==> config.mk <==
export PLATFORM = sky130hd
export DESIGN_NAME = porter_duff_pixel_blend
export DESIGN_NICKNAME = d
export VERILOG_FILES = /design/src/pdb_pkg.sv /design/src/pdb_operand_sel.sv /design/src/pdb_mulb.sv /design/src/pdb_chan_sum.sv /design/src/porter_duff_pixel_blend.sv
export SDC_FILE = /design/constraint.sdc
export NUM_CORES = 2
export LEC_CHECK = 0
export ABC_AREA = 1
export BUFFER_PORTS_ARGS = -buffer_cell sky130_fd_sc_hd__buf_4
export CAP_MARGIN = 25
export CORE_MARGIN = 3
export CORE_UTILIZATION = 40
export CTS_CLUSTER_DIAMETER = 30
export DETAILED_ROUTE_END_ITERATION = 8
export HOLD_SLACK_MARGIN = 0.1
export SYNTH_ARGS = -nofsm -noshare
export SYNTH_HDL_FRONTEND = slang
export SYNTH_SLANG_ARGS = --single-unit
==> constraint.sdc <==
create_clock -name clk -period 5 [get_ports clk]
set_input_delay 0.5 -clock clk [delete_from_list [all_inputs] [get_ports clk]]
set_output_delay 0.5 -clock clk [all_outputs]
set_load 0.02 [all_outputs]
==> src/pdb_pkg.sv <==
// Shared types and constants of the Porter-Duff pixel blender.
`default_nettype none

package pdb_pkg;

    localparam int NCH       = 4;
    localparam int PIPE_DEPTH = 5;
    localparam int CFG_IDX_W = 2;

    localparam logic [7:0] CH_MAX  = 8'd255;
    localparam logic [7:0] CH_HALF = 8'd127;

    localparam logic [3:0] MODE_CLEAR    = 4'd0;
    localparam logic [3:0] MODE_SRC      = 4'd1;
    localparam logic [3:0] MODE_DST      = 4'd2;
    localparam logic [3:0] MODE_SRC_OVER = 4'd3;
    localparam logic [3:0] MODE_DST_OVER = 4'd4;
    localparam logic [3:0] MODE_SRC_IN   = 4'd5;
    localparam logic [3:0] MODE_DST_IN   = 4'd6;
    localparam logic [3:0] MODE_SRC_OUT  = 4'd7;
    localparam logic [3:0] MODE_DST_OUT  = 4'd8;
    localparam logic [3:0] MODE_SRC_ATOP = 4'd9;
    localparam logic [3:0] MODE_DST_ATOP = 4'd10;
    localparam logic [3:0] MODE_XOR      = 4'd11;

    localparam logic [CFG_IDX_W-1:0] REG_BLEND_MODE = 2'd0;
    localparam logic [CFG_IDX_W-1:0] REG_SRC_PIXEL  = 2'd1;

    // per-channel operands: base + mulb(x1,y1) + mulb(x2,y2), or base - mulb(x1,y1) when neg
    typedef struct packed {
        logic [8:0] base;
        logic       neg;
        logic [8:0] x1;
        logic [7:0] y1;
        logic [7:0] x2;
        logic [7:0] y2;
    } chan_ops_t;

    typedef struct packed {
        logic [8:0] base;
        logic       neg;
    } side_t;

endpackage

`default_nettype wire

==> src/pdb_operand_sel.sv <==
// Stage 1: mode decode and operand selection for all four channels.
`default_nettype none

module pdb_operand_sel
    import pdb_pkg::*;
(
    input  wire logic                  clk,
    input  wire logic                  rst_n,
    input  wire logic                  in_valid,
    input  wire logic [31:0]           dest_pixel,
    input  wire logic [31:0]           src_pixel,
    input  wire logic [3:0]            blend_mode,
    output logic                       out_valid,
    output chan_ops_t [NCH-1:0]        ops
);

    chan_ops_t [NCH-1:0] ops_reg;
    chan_ops_t [NCH-1:0] ops_next;
    logic                valid_reg;

    always_comb
    begin
        logic [7:0] sa;
        logic [7:0] da;
        logic [7:0] sc;
        logic [7:0] dc;
        logic [7:0] inv_sa;
        logic [7:0] inv_da;
        logic       is_alpha;
        sa     = src_pixel[31:24];
        da     = dest_pixel[31:24];
        inv_sa = CH_MAX - sa;
        inv_da = CH_MAX - da;
        for (int k = 0; k < NCH; k++)
        begin
            sc       = src_pixel[31 - 8*k -: 8];
            dc       = dest_pixel[31 - 8*k -: 8];
            is_alpha = (k == 0);
            ops_next[k] = '0;
            case (blend_mode)
                MODE_CLEAR:
                begin
                    ops_next[k].base = 9'd0;
                end
                MODE_SRC:
                begin
                    ops_next[k].base = {1'b0, sc};
                end
                MODE_SRC_OVER:
                begin
                    ops_next[k].base = {1'b0, sc};
                    ops_next[k].x1   = {1'b0, inv_sa};
                    ops_next[k].y1   = dc;
                end
                MODE_DST_OVER:
                begin
                    ops_next[k].base = {1'b0, dc};
                    ops_next[k].x1   = {1'b0, inv_da};
                    ops_next[k].y1   = sc;
                end
                MODE_SRC_IN:
                begin
                    ops_next[k].x1 = {1'b0, sc};
                    ops_next[k].y1 = da;
                end
                MODE_DST_IN:
                begin
                    ops_next[k].x1 = {1'b0, sa};
                    ops_next[k].y1 = dc;
                end
                MODE_SRC_OUT:
                begin
                    ops_next[k].x1 = {1'b0, sc};
                    ops_next[k].y1 = inv_da;
                end
                MODE_DST_OUT:
                begin
                    ops_next[k].x1 = {1'b0, dc};
                    ops_next[k].y1 = inv_sa;
                end
                MODE_SRC_ATOP:
                begin
                    if (is_alpha)
                    begin
                        ops_next[k].base = {1'b0, da};
                    end
                    else
                    begin
                        ops_next[k].x1 = {1'b0, sc};
                        ops_next[k].y1 = da;
                        ops_next[k].x2 = dc;
                        ops_next[k].y2 = inv_sa;
                    end
                end
                MODE_DST_ATOP:
                begin
                    if (is_alpha)
                    begin
                        ops_next[k].base = {1'b0, sa};
                    end
                    else
                    begin
                        ops_next[k].x1 = {1'b0, dc};
                        ops_next[k].y1 = sa;
                        ops_next[k].x2 = sc;
                        ops_next[k].y2 = inv_da;
                    end
                end
                MODE_XOR:
                begin
                    if (is_alpha)
                    begin
                        // Sa + Da - mulb(2*Sa, Da)
                        ops_next[k].base = {1'b0, sa} + {1'b0, da};
                        ops_next[k].neg  = 1'b1;
                        ops_next[k].x1   = {sa, 1'b0};
                        ops_next[k].y1   = da;
                    end
                    else
                    begin
                        ops_next[k].x1 = {1'b0, sc};
                        ops_next[k].y1 = inv_da;
                        ops_next[k].x2 = dc;
                        ops_next[k].y2 = inv_sa;
                    end
                end
                default:
                begin
                    // dst and unused codes pass the destination through
                    ops_next[k].base = {1'b0, dc};
                end
            endcase
        end
    end

    always_ff @(posedge clk or negedge rst_n)
    begin
        if (!rst_n)
        begin
            valid_reg <= 1'b0;
        end
        else
        begin
            valid_reg <= in_valid;
        end
    end

    always_ff @(posedge clk)
    begin
        ops_reg <= ops_next;
    end

    assign out_valid = valid_reg;
    assign ops       = ops_reg;

endmodule

`default_nettype wire

==> src/pdb_mulb.sv <==
// Stages 2 to 4: byte product rounded as (x*y+127)/255.
`default_nettype none

module pdb_mulb
    import pdb_pkg::*;
(
    input  wire logic       clk,
    input  wire logic [8:0] x,
    input  wire logic [7:0] y,
    output logic [8:0]      q
);

    logic [16:0] prod_reg;
    logic [16:0] prod_next;
    logic [8:0]  est_reg;
    logic [8:0]  est_next;
    logic [9:0]  rem_reg;
    logic [9:0]  rem_next;
    logic [8:0]  q_reg;
    logic [8:0]  q_next;
    logic [16:0] acc;
    logic [16:0] est_x255;

    assign prod_next = 17'(x * y) + 17'(CH_HALF);

    // reciprocal estimate, at most two short of the quotient
    assign acc      = prod_reg + {8'd0, prod_reg[16:8]};
    assign est_next = acc[16:8];
    assign est_x255 = {est_next, 8'd0} - {8'd0, est_next};
    assign rem_next = 10'(prod_reg - est_x255);

    always_comb
    begin
        if (rem_reg >= 10'd510)
        begin
            q_next = est_reg + 9'd2;
        end
        else if (rem_reg >= 10'd255)
        begin
            q_next = est_reg + 9'd1;
        end
        else
        begin
            q_next = est_reg;
        end
    end

    always_ff @(posedge clk)
    begin
        prod_reg <= prod_next;
        est_reg  <= est_next;
        rem_reg  <= rem_next;
        q_reg    <= q_next;
    end

    assign q = q_reg;

endmodule

`default_nettype wire

==> src/pdb_chan_sum.sv <==
// Stage 5: channel sums, saturation and pixel assembly.
`default_nettype none

module pdb_chan_sum
    import pdb_pkg::*;
(
    input  wire logic                 clk,
    input  wire logic                 rst_n,
    input  wire logic                 in_valid,
    input  wire side_t [NCH-1:0]      side,
    input  wire logic [NCH-1:0][8:0]  q1,
    input  wire logic [NCH-1:0][8:0]  q2,
    output logic                      out_valid,
    output logic [31:0]               pixel
);

    logic        valid_reg;
    logic [31:0] pixel_reg;
    logic [31:0] pixel_next;

    always_comb
    begin
        logic signed [10:0] v;
        pixel_next = '0;
        for (int k = 0; k < NCH; k++)
        begin
            if (side[k].neg)
            begin
                v = $signed({2'b00, side[k].base}) - $signed({2'b00, q1[k]});
            end
            else
            begin
                v = $signed({2'b00, side[k].base}) + $signed({2'b00, q1[k]})
                    + $signed({2'b00, q2[k]});
            end
            if (v < 0)
            begin
                pixel_next[31 - 8*k -: 8] = 8'd0;
            end
            else if (v > $signed({3'b000, CH_MAX}))
            begin
                pixel_next[31 - 8*k -: 8] = CH_MAX;
            end
            else
            begin
                pixel_next[31 - 8*k -: 8] = v[7:0];
            end
        end
    end

    always_ff @(posedge clk or negedge rst_n)
    begin
        if (!rst_n)
        begin
            valid_reg <= 1'b0;
        end
        else
        begin
            valid_reg <= in_valid;
        end
    end

    always_ff @(posedge clk)
    begin
        pixel_reg <= pixel_next;
    end

    assign out_valid = valid_reg;
    assign pixel     = pixel_reg;

endmodule

`default_nettype wire

==> src/porter_duff_pixel_blend.sv <==
// Top level of the Porter-Duff pixel blender: config registers and pipeline.
//
//  channel   | signals                                   | transfer
//  ----------+-------------------------------------------+-------------------------
//  input     | start, busy, dest_pixel                   | start & !busy
//  result    | result_valid, result_pixel                | result_valid, one cycle
//  config    | cfg_valid, cfg_ready, cfg_index, cfg_data | cfg_valid & cfg_ready
//
// One pixel per clock; busy is never raised. The pipeline stages are operand
// select, multiply, reciprocal estimate, quotient correction, sum and saturate.
// The multiply-by-255 divide path sets the stage split.
// Asynchronous active-low reset clears valid bits; blend_mode resets to
// src_over, src_pixel to zero. The receiver cannot stall, so nothing holds.
`default_nettype none

module porter_duff_pixel_blend
    import pdb_pkg::*;
(
    input  wire logic                 clk,
    input  wire logic                 rst_n,
    input  wire logic                 start,
    output logic                      busy,
    input  wire logic [31:0]          dest_pixel,
    output logic                      result_valid,
    output logic [31:0]               result_pixel,
    input  wire logic                 cfg_valid,
    output logic                      cfg_ready,
    input  wire logic [CFG_IDX_W-1:0] cfg_index,
    input  wire logic [31:0]          cfg_data
);

    logic [3:0]  blend_mode_reg;
    logic [31:0] src_pixel_reg;

    logic                s1_valid;
    chan_ops_t [NCH-1:0] s1_ops;
    side_t [NCH-1:0]     s1_side;

    logic            s2_valid_reg;
    logic            s3_valid_reg;
    logic            s4_valid_reg;
    side_t [NCH-1:0] side_s2_reg;
    side_t [NCH-1:0] side_s3_reg;
    side_t [NCH-1:0] side_s4_reg;

    logic [NCH-1:0][8:0] q1;
    logic [NCH-1:0][8:0] q2;

    assign busy      = 1'b0;
    assign cfg_ready = 1'b1;

    always_ff @(posedge clk or negedge rst_n)
    begin
        if (!rst_n)
        begin
            blend_mode_reg <= MODE_SRC_OVER;
            src_pixel_reg  <= '0;
        end
        else if (cfg_valid && cfg_ready)
        begin
            case (cfg_index)
                REG_BLEND_MODE: blend_mode_reg <= cfg_data[3:0];
                REG_SRC_PIXEL:  src_pixel_reg  <= cfg_data;
                default:        ;
            endcase
        end
    end

    pdb_operand_sel u_operand_sel (
        .clk        (clk),
        .rst_n      (rst_n),
        .in_valid   (start && !busy),
        .dest_pixel (dest_pixel),
        .src_pixel  (src_pixel_reg),
        .blend_mode (blend_mode_reg),
        .out_valid  (s1_valid),
        .ops        (s1_ops)
    );

    for (genvar k = 0; k < NCH; k++)
    begin : g_chan
        assign s1_side[k].base = s1_ops[k].base;
        assign s1_side[k].neg  = s1_ops[k].neg;

        pdb_mulb u_mulb1 (
            .clk (clk),
            .x   (s1_ops[k].x1),
            .y   (s1_ops[k].y1),
            .q   (q1[k])
        );

        pdb_mulb u_mulb2 (
            .clk (clk),
            .x   ({1'b0, s1_ops[k].x2}),
            .y   (s1_ops[k].y2),
            .q   (q2[k])
        );
    end

    always_ff @(posedge clk or negedge rst_n)
    begin
        if (!rst_n)
        begin
            s2_valid_reg <= 1'b0;
            s3_valid_reg <= 1'b0;
            s4_valid_reg <= 1'b0;
        end
        else
        begin
            s2_valid_reg <= s1_valid;
            s3_valid_reg <= s2_valid_reg;
            s4_valid_reg <= s3_valid_reg;
        end
    end

    always_ff @(posedge clk)
    begin
        side_s2_reg <= s1_side;
        side_s3_reg <= side_s2_reg;
        side_s4_reg <= side_s3_reg;
    end

    pdb_chan_sum u_chan_sum (
        .clk       (clk),
        .rst_n     (rst_n),
        .in_valid  (s4_valid_reg),
        .side      (side_s4_reg),
        .q1        (q1),
        .q2        (q2),
        .out_valid (result_valid),
        .pixel     (result_pixel)
    );

endmodule

`default_nettype wire

==> out/qor_table.md <==
| Quantity | Value | Unit |
|---|---|---|
| Crit path max fanout | 8 | - |
| Worst setup timing slack at the placement stage | 0.187 | ns |
| Initial antenna violation count | 5 | - |
| Later-pin clock latency in the skew report | 0.73 | ns |
| Total Die Area | 117000 | µm² |
| Number of top-level pins | 105 | - |
| Total track usage | 0.189 | - |
| Count of clock tree sinks | 621 | - |
| Average cell area after synthesis | 7.69 | µm² |
| Required @ worst endpoint | 5.61 | ns |
| Number of nets in the synthesized netlist | 6739 | - |
| Post-detailed-route via-to-cell ratio | 4.72 | - |
| Post-synthesis cell type with the largest combined area | sky130_fd_sc_hd__dfxtp_1 | - |
| Top cell type's share of synthesized area | 0.257 | - |
| Routed wire length on met3 | 5.51 | mm |
| Cell Pwr Density | 548 | nW/µm² |
| Number of global-route vias before repair | 36400 | - |
| Number of buffers created by CTS | 143 | - |
| Worst reg2reg path depth | 21 | - |
| CTS root buffer | sky130_fd_sc_hd__clkbuf_16 | - |
| R2R setup slack | 0.32 | ns |
| Destination of the worst hold path | src_pixel_reg[12]$_DFFE_PN0P_ | - |
| Number of cells on the worst hold path | 3 | - |
| Via total after detailed routing | 36100 | - |
| Routed length on met2 | 50.0 | mm |
| Share of synthesized flip-flops with an asynchronous set or reset | 0.0660 | - |
| Worst Tran Pin Value | 0.876 | ns |
| Worst Clk Skew | 0.0472 | ns |
| Critical hold path startpoint | cfg_data[12] | - |
| Routed len/inst | 14.2 | µm |
| Worst setup SP type | register | - |
| Final count of pins violating max slew | 0 | - |
| Placer's final routability congestion estimate | 0.915 | - |
| Detailed-routing wirelength on met1 | 49.6 | mm |
| Final ANT Viol Nets | 0 | - |
| TritonCTS clock tree | done | - |
| Final Hold Fails | 0 | - |
| Starting density of the core | 0.405 | - |
| Worst supply voltage drop on vdd | 0.461 | mV |
| Placed cell count | 7336 | - |
| Worst R2R End | g_chan[3].u_mulb1.prod_reg[15]$_DFF_P_ | - |
| R2r startpoint | u_operand_sel.ops[153]$_DFF_P_ | - |
| List of most frequent post-synthesis cells | sky130_fd_sc_hd__inv_1, sky130_fd_sc_hd__nand2_1, sky130_fd_sc_hd__dfxtp_1 | - |
| Largest register FFs | 131 | - |
| CTS HTree Levels | 4 | - |
| Class of the most critical setup path | reg2reg | - |
| Number of I/O port buffers | 102 | - |
| Row count | 122 | - |
| Detailed-route DRC error count | 0 | - |
| Setup WS post-layout | 0.323 | ns |
| Fraction of the cycle the final worst path needs | 0.935 | - |
| Largest cells by area after synthesis | sky130_fd_sc_hd__dfxtp_1, sky130_fd_sc_hd__ha_1, sky130_fd_sc_hd__fa_1 | - |
| Cell with the most instances after synthesis | sky130_fd_sc_hd__inv_1 | - |
| Count of fill cells added during filler insertion | 11000 | - |
| Sequential-to-total area share from yosys stat | 0.280 | - |
| Initial DRC Count | 1900 | - |
| Synthesized instance count | 5875 | - |
| Die height | 342 | µm |
| Largest net degree at the start of global routing | 65 | - |
| Max Root-Sink Buffers | 3 | - |
| DRT Pass-1 Iters | 7 | - |
| Status | finished clean | - |
| Post-detailed-routing wire length | 108 | mm |
| Total core area | 111000 | µm² |
| Area added between synthesis and finish | 17.0 | % |
| Number of nets in the layout | 6901 | - |
| Global-route wire length before repair | 180 | mm |
| Count of cell types in the netlist | 57 | - |
| Primary FF master, synth | sky130_fd_sc_hd__dfxtp_1 | - |
| Upper clock frequency limit | 0.214 | GHz |
| Post-synthesis sequential element count | 621 | - |
| Post-CTS repair timing setup buffer count | 0 | - |
| Number of flops mapped to enable cells by yosys | 0 | - |
| Max-cap violation count | 0 | - |
| Shortest clock period the worst path allows after layout | 4.68 | ns |
| Worst endpoint data arrival time | 5.29 | ns |
| Dpl hpwl | 86.6 | mm |
| Die span in x | 342 | µm |
| Uppermost layer routed | met5 | - |
| CTS clk-pin slew, worst paths | 0.05 | ns |
| Cell leakage power | 30.1 | nW |
| Total Neg Setup Slack | 0 | ns |
| Classification of the worst-slack hold path | in2reg | - |
| Number of warnings printed during yosys synthesis | 0 | - |
| Slew margin rel. | 0.415 | - |
| Number of cells in the finished layout apart from fillers | 7646 | - |
| Final number of setup-violating endpoints | 0 | - |
| Sort of element at the end of the critical path | register | - |
| Netlist Area Pre-Place | 45200 | µm² |
| Layout cell share with drive strength beyond 1 | 0.0770 | - |
| Leftover overflow at the end of global routing | 0 | - |
| RSZ-0062 raised after global routing | false | - |
metrics by stage:
stage                     hold WS [ns]  utilization  cell area [µm²]  total power [mW]
after floorplan                  0.204            -            45200              16.4
after global placement           0.310        0.425            47300              19.5
after detailed placement         0.312        0.425            47300              19.6
after CTS                        0.103        0.474            52800              29.3
after global routing             0.122        0.474            52900              31.5
final                            0.156        0.474            52900              29.0
area by class of cell:
type                            instances  area [µm²]  share of cell area
Multi-Input combinational cell       3650       26400               0.500
Timing Repair Buffer                  162        1360              0.0257
Clock buffer                          181        4060              0.0767
Clock inverter                         82        1030              0.0195
Inverter                             1459        5480               0.104
Sequential cell                       621       12700               0.239
Antenna cell                            3        7.51            0.000142
Tap cell                             1488        1860              0.0352
cell usage in the layout (no fill, tap or decap), types with 11 or more instances in the layout:
| master | instances |
|---|---|
| sky130_fd_sc_hd__a21o_1 | 15 |
| sky130_fd_sc_hd__a21oi_1 | 203 |
| sky130_fd_sc_hd__a31oi_1 | 14 |
| sky130_fd_sc_hd__buf_4 | 116 |
| sky130_fd_sc_hd__bufinv_16 | 11 |
| sky130_fd_sc_hd__clkbuf_16 | 146 |
| sky130_fd_sc_hd__clkbuf_8 | 27 |
| sky130_fd_sc_hd__clkinv_2 | 15 |
| sky130_fd_sc_hd__clkinvlp_4 | 18 |
| sky130_fd_sc_hd__dfrtp_1 | 39 |
| sky130_fd_sc_hd__dfxtp_1 | 575 |
| sky130_fd_sc_hd__dlygate4sd3_1 | 43 |
| sky130_fd_sc_hd__fa_1 | 301 |
| sky130_fd_sc_hd__ha_1 | 493 |
| sky130_fd_sc_hd__inv_1 | 1452 |
| sky130_fd_sc_hd__inv_6 | 13 |
| sky130_fd_sc_hd__nand2_1 | 1315 |
| sky130_fd_sc_hd__nand2_2 | 17 |
| sky130_fd_sc_hd__nand3_1 | 207 |
| sky130_fd_sc_hd__nand3_2 | 12 |
| sky130_fd_sc_hd__nand3b_1 | 11 |
| sky130_fd_sc_hd__nand4_1 | 91 |
| sky130_fd_sc_hd__nor2_1 | 275 |
| sky130_fd_sc_hd__nor2_2 | 25 |
| sky130_fd_sc_hd__nor3_1 | 33 |
| sky130_fd_sc_hd__o21a_1 | 12 |
| sky130_fd_sc_hd__o21ai_0 | 154 |
| sky130_fd_sc_hd__o221ai_1 | 53 |
| sky130_fd_sc_hd__o22ai_1 | 72 |
| sky130_fd_sc_hd__xnor2_1 | 102 |
| sky130_fd_sc_hd__xor2_1 | 155 |
report_power, final:
group          internal (mW)  total [mW]  switching (mW)
combinational           4.59        11.8            7.19
clock                   6.38        9.46            3.09
sequential              6.52        7.75            1.23
worst max-delay path: stages, from the launching register on:
cell and delay [ns]:
sky130_fd_sc_hd__dfxtp_1 0.56, sky130_fd_sc_hd__nand2_1 0.14, sky130_fd_sc_hd__fa_1 0.52, sky130_fd_sc_hd__fa_1 0.55
sky130_fd_sc_hd__inv_1 0.06, sky130_fd_sc_hd__fa_1 0.54, sky130_fd_sc_hd__inv_1 0.08, sky130_fd_sc_hd__fa_1 0.54
sky130_fd_sc_hd__inv_1 0.04, sky130_fd_sc_hd__ha_1 0.35, sky130_fd_sc_hd__a21oi_2 0.22, sky130_fd_sc_hd__nor2_1 0.06
sky130_fd_sc_hd__nor2_1 0.14, sky130_fd_sc_hd__nand2_2 0.09, sky130_fd_sc_hd__nand2_1 0.10, sky130_fd_sc_hd__nand2_1 0.08
sky130_fd_sc_hd__nand2_1 0.08, sky130_fd_sc_hd__nand3_2 0.12, sky130_fd_sc_hd__nor2_8 0.15, sky130_fd_sc_hd__nand2_1 0.05
sky130_fd_sc_hd__nand2_1 0.05, sky130_fd_sc_hd__nand2_1 0.04
metal layers:
| layer | vias up | global-route usage |
|---|---|---|
| met1 | 16700 | 0.246 |
| li1 | 18400 | - |
| met5 | - | 0 |
| met4 | 2 | 0.0722 |
| met2 | 813 | 0.313 |
| met3 | 191 | 0.0323 |
worst max path at each step:
stage                              startpoint                                      to  slack [ns]  cells past startpoint
5_1_grt         u_operand_sel.ops[45]$_DFF_P_  g_chan[2].u_mulb2.prod_reg[15]$_DFF_P_       0.005                     21
4_1_cts         u_operand_sel.ops[50]$_DFF_P_  g_chan[1].u_mulb2.prod_reg[13]$_DFF_P_        0.11                     20
2_1_floorplan   u_operand_sel.ops[50]$_DFF_P_  g_chan[1].u_mulb2.prod_reg[13]$_DFF_P_        0.57                     20
3_3_place_gp    u_operand_sel.ops[50]$_DFF_P_  g_chan[1].u_mulb2.prod_reg[13]$_DFF_P_        0.30                     20
6_report       u_operand_sel.ops[153]$_DFF_P_  g_chan[3].u_mulb1.prod_reg[15]$_DFF_P_        0.32                     21
3_5_place_dp    u_operand_sel.ops[50]$_DFF_P_  g_chan[1].u_mulb2.prod_reg[13]$_DFF_P_        0.19                     20
cell families (layout without fill, tap and decap cells):
logic type | count (synthesis) | count (layout) | synth area share
AO/OA/AOI/OAI | 578 | 578 | 0.0758
other | 2 | 5 | 0.000166
XOR/XNOR | 261 | 261 | 0.0515
buffers and inverters | 1604 | 1884 | 0.135
multiplexers | 1 | 1 | 0.000222
flip-flops | 621 | 621 | 0.280
AND/OR/NAND/NOR | 2014 | 2014 | 0.187
adder cells (fa/ha/maj) | 794 | 794 | 0.270
repair_timing:
item / 4_1_cts / 5_1_grt
endpoints found under the setup margin: 0 / 16
hold buffers: 43 / 0
resized for setup: 0 / 7
hold endpoints to repair: 86 / 0
Power figures use the tool's default switching activity.
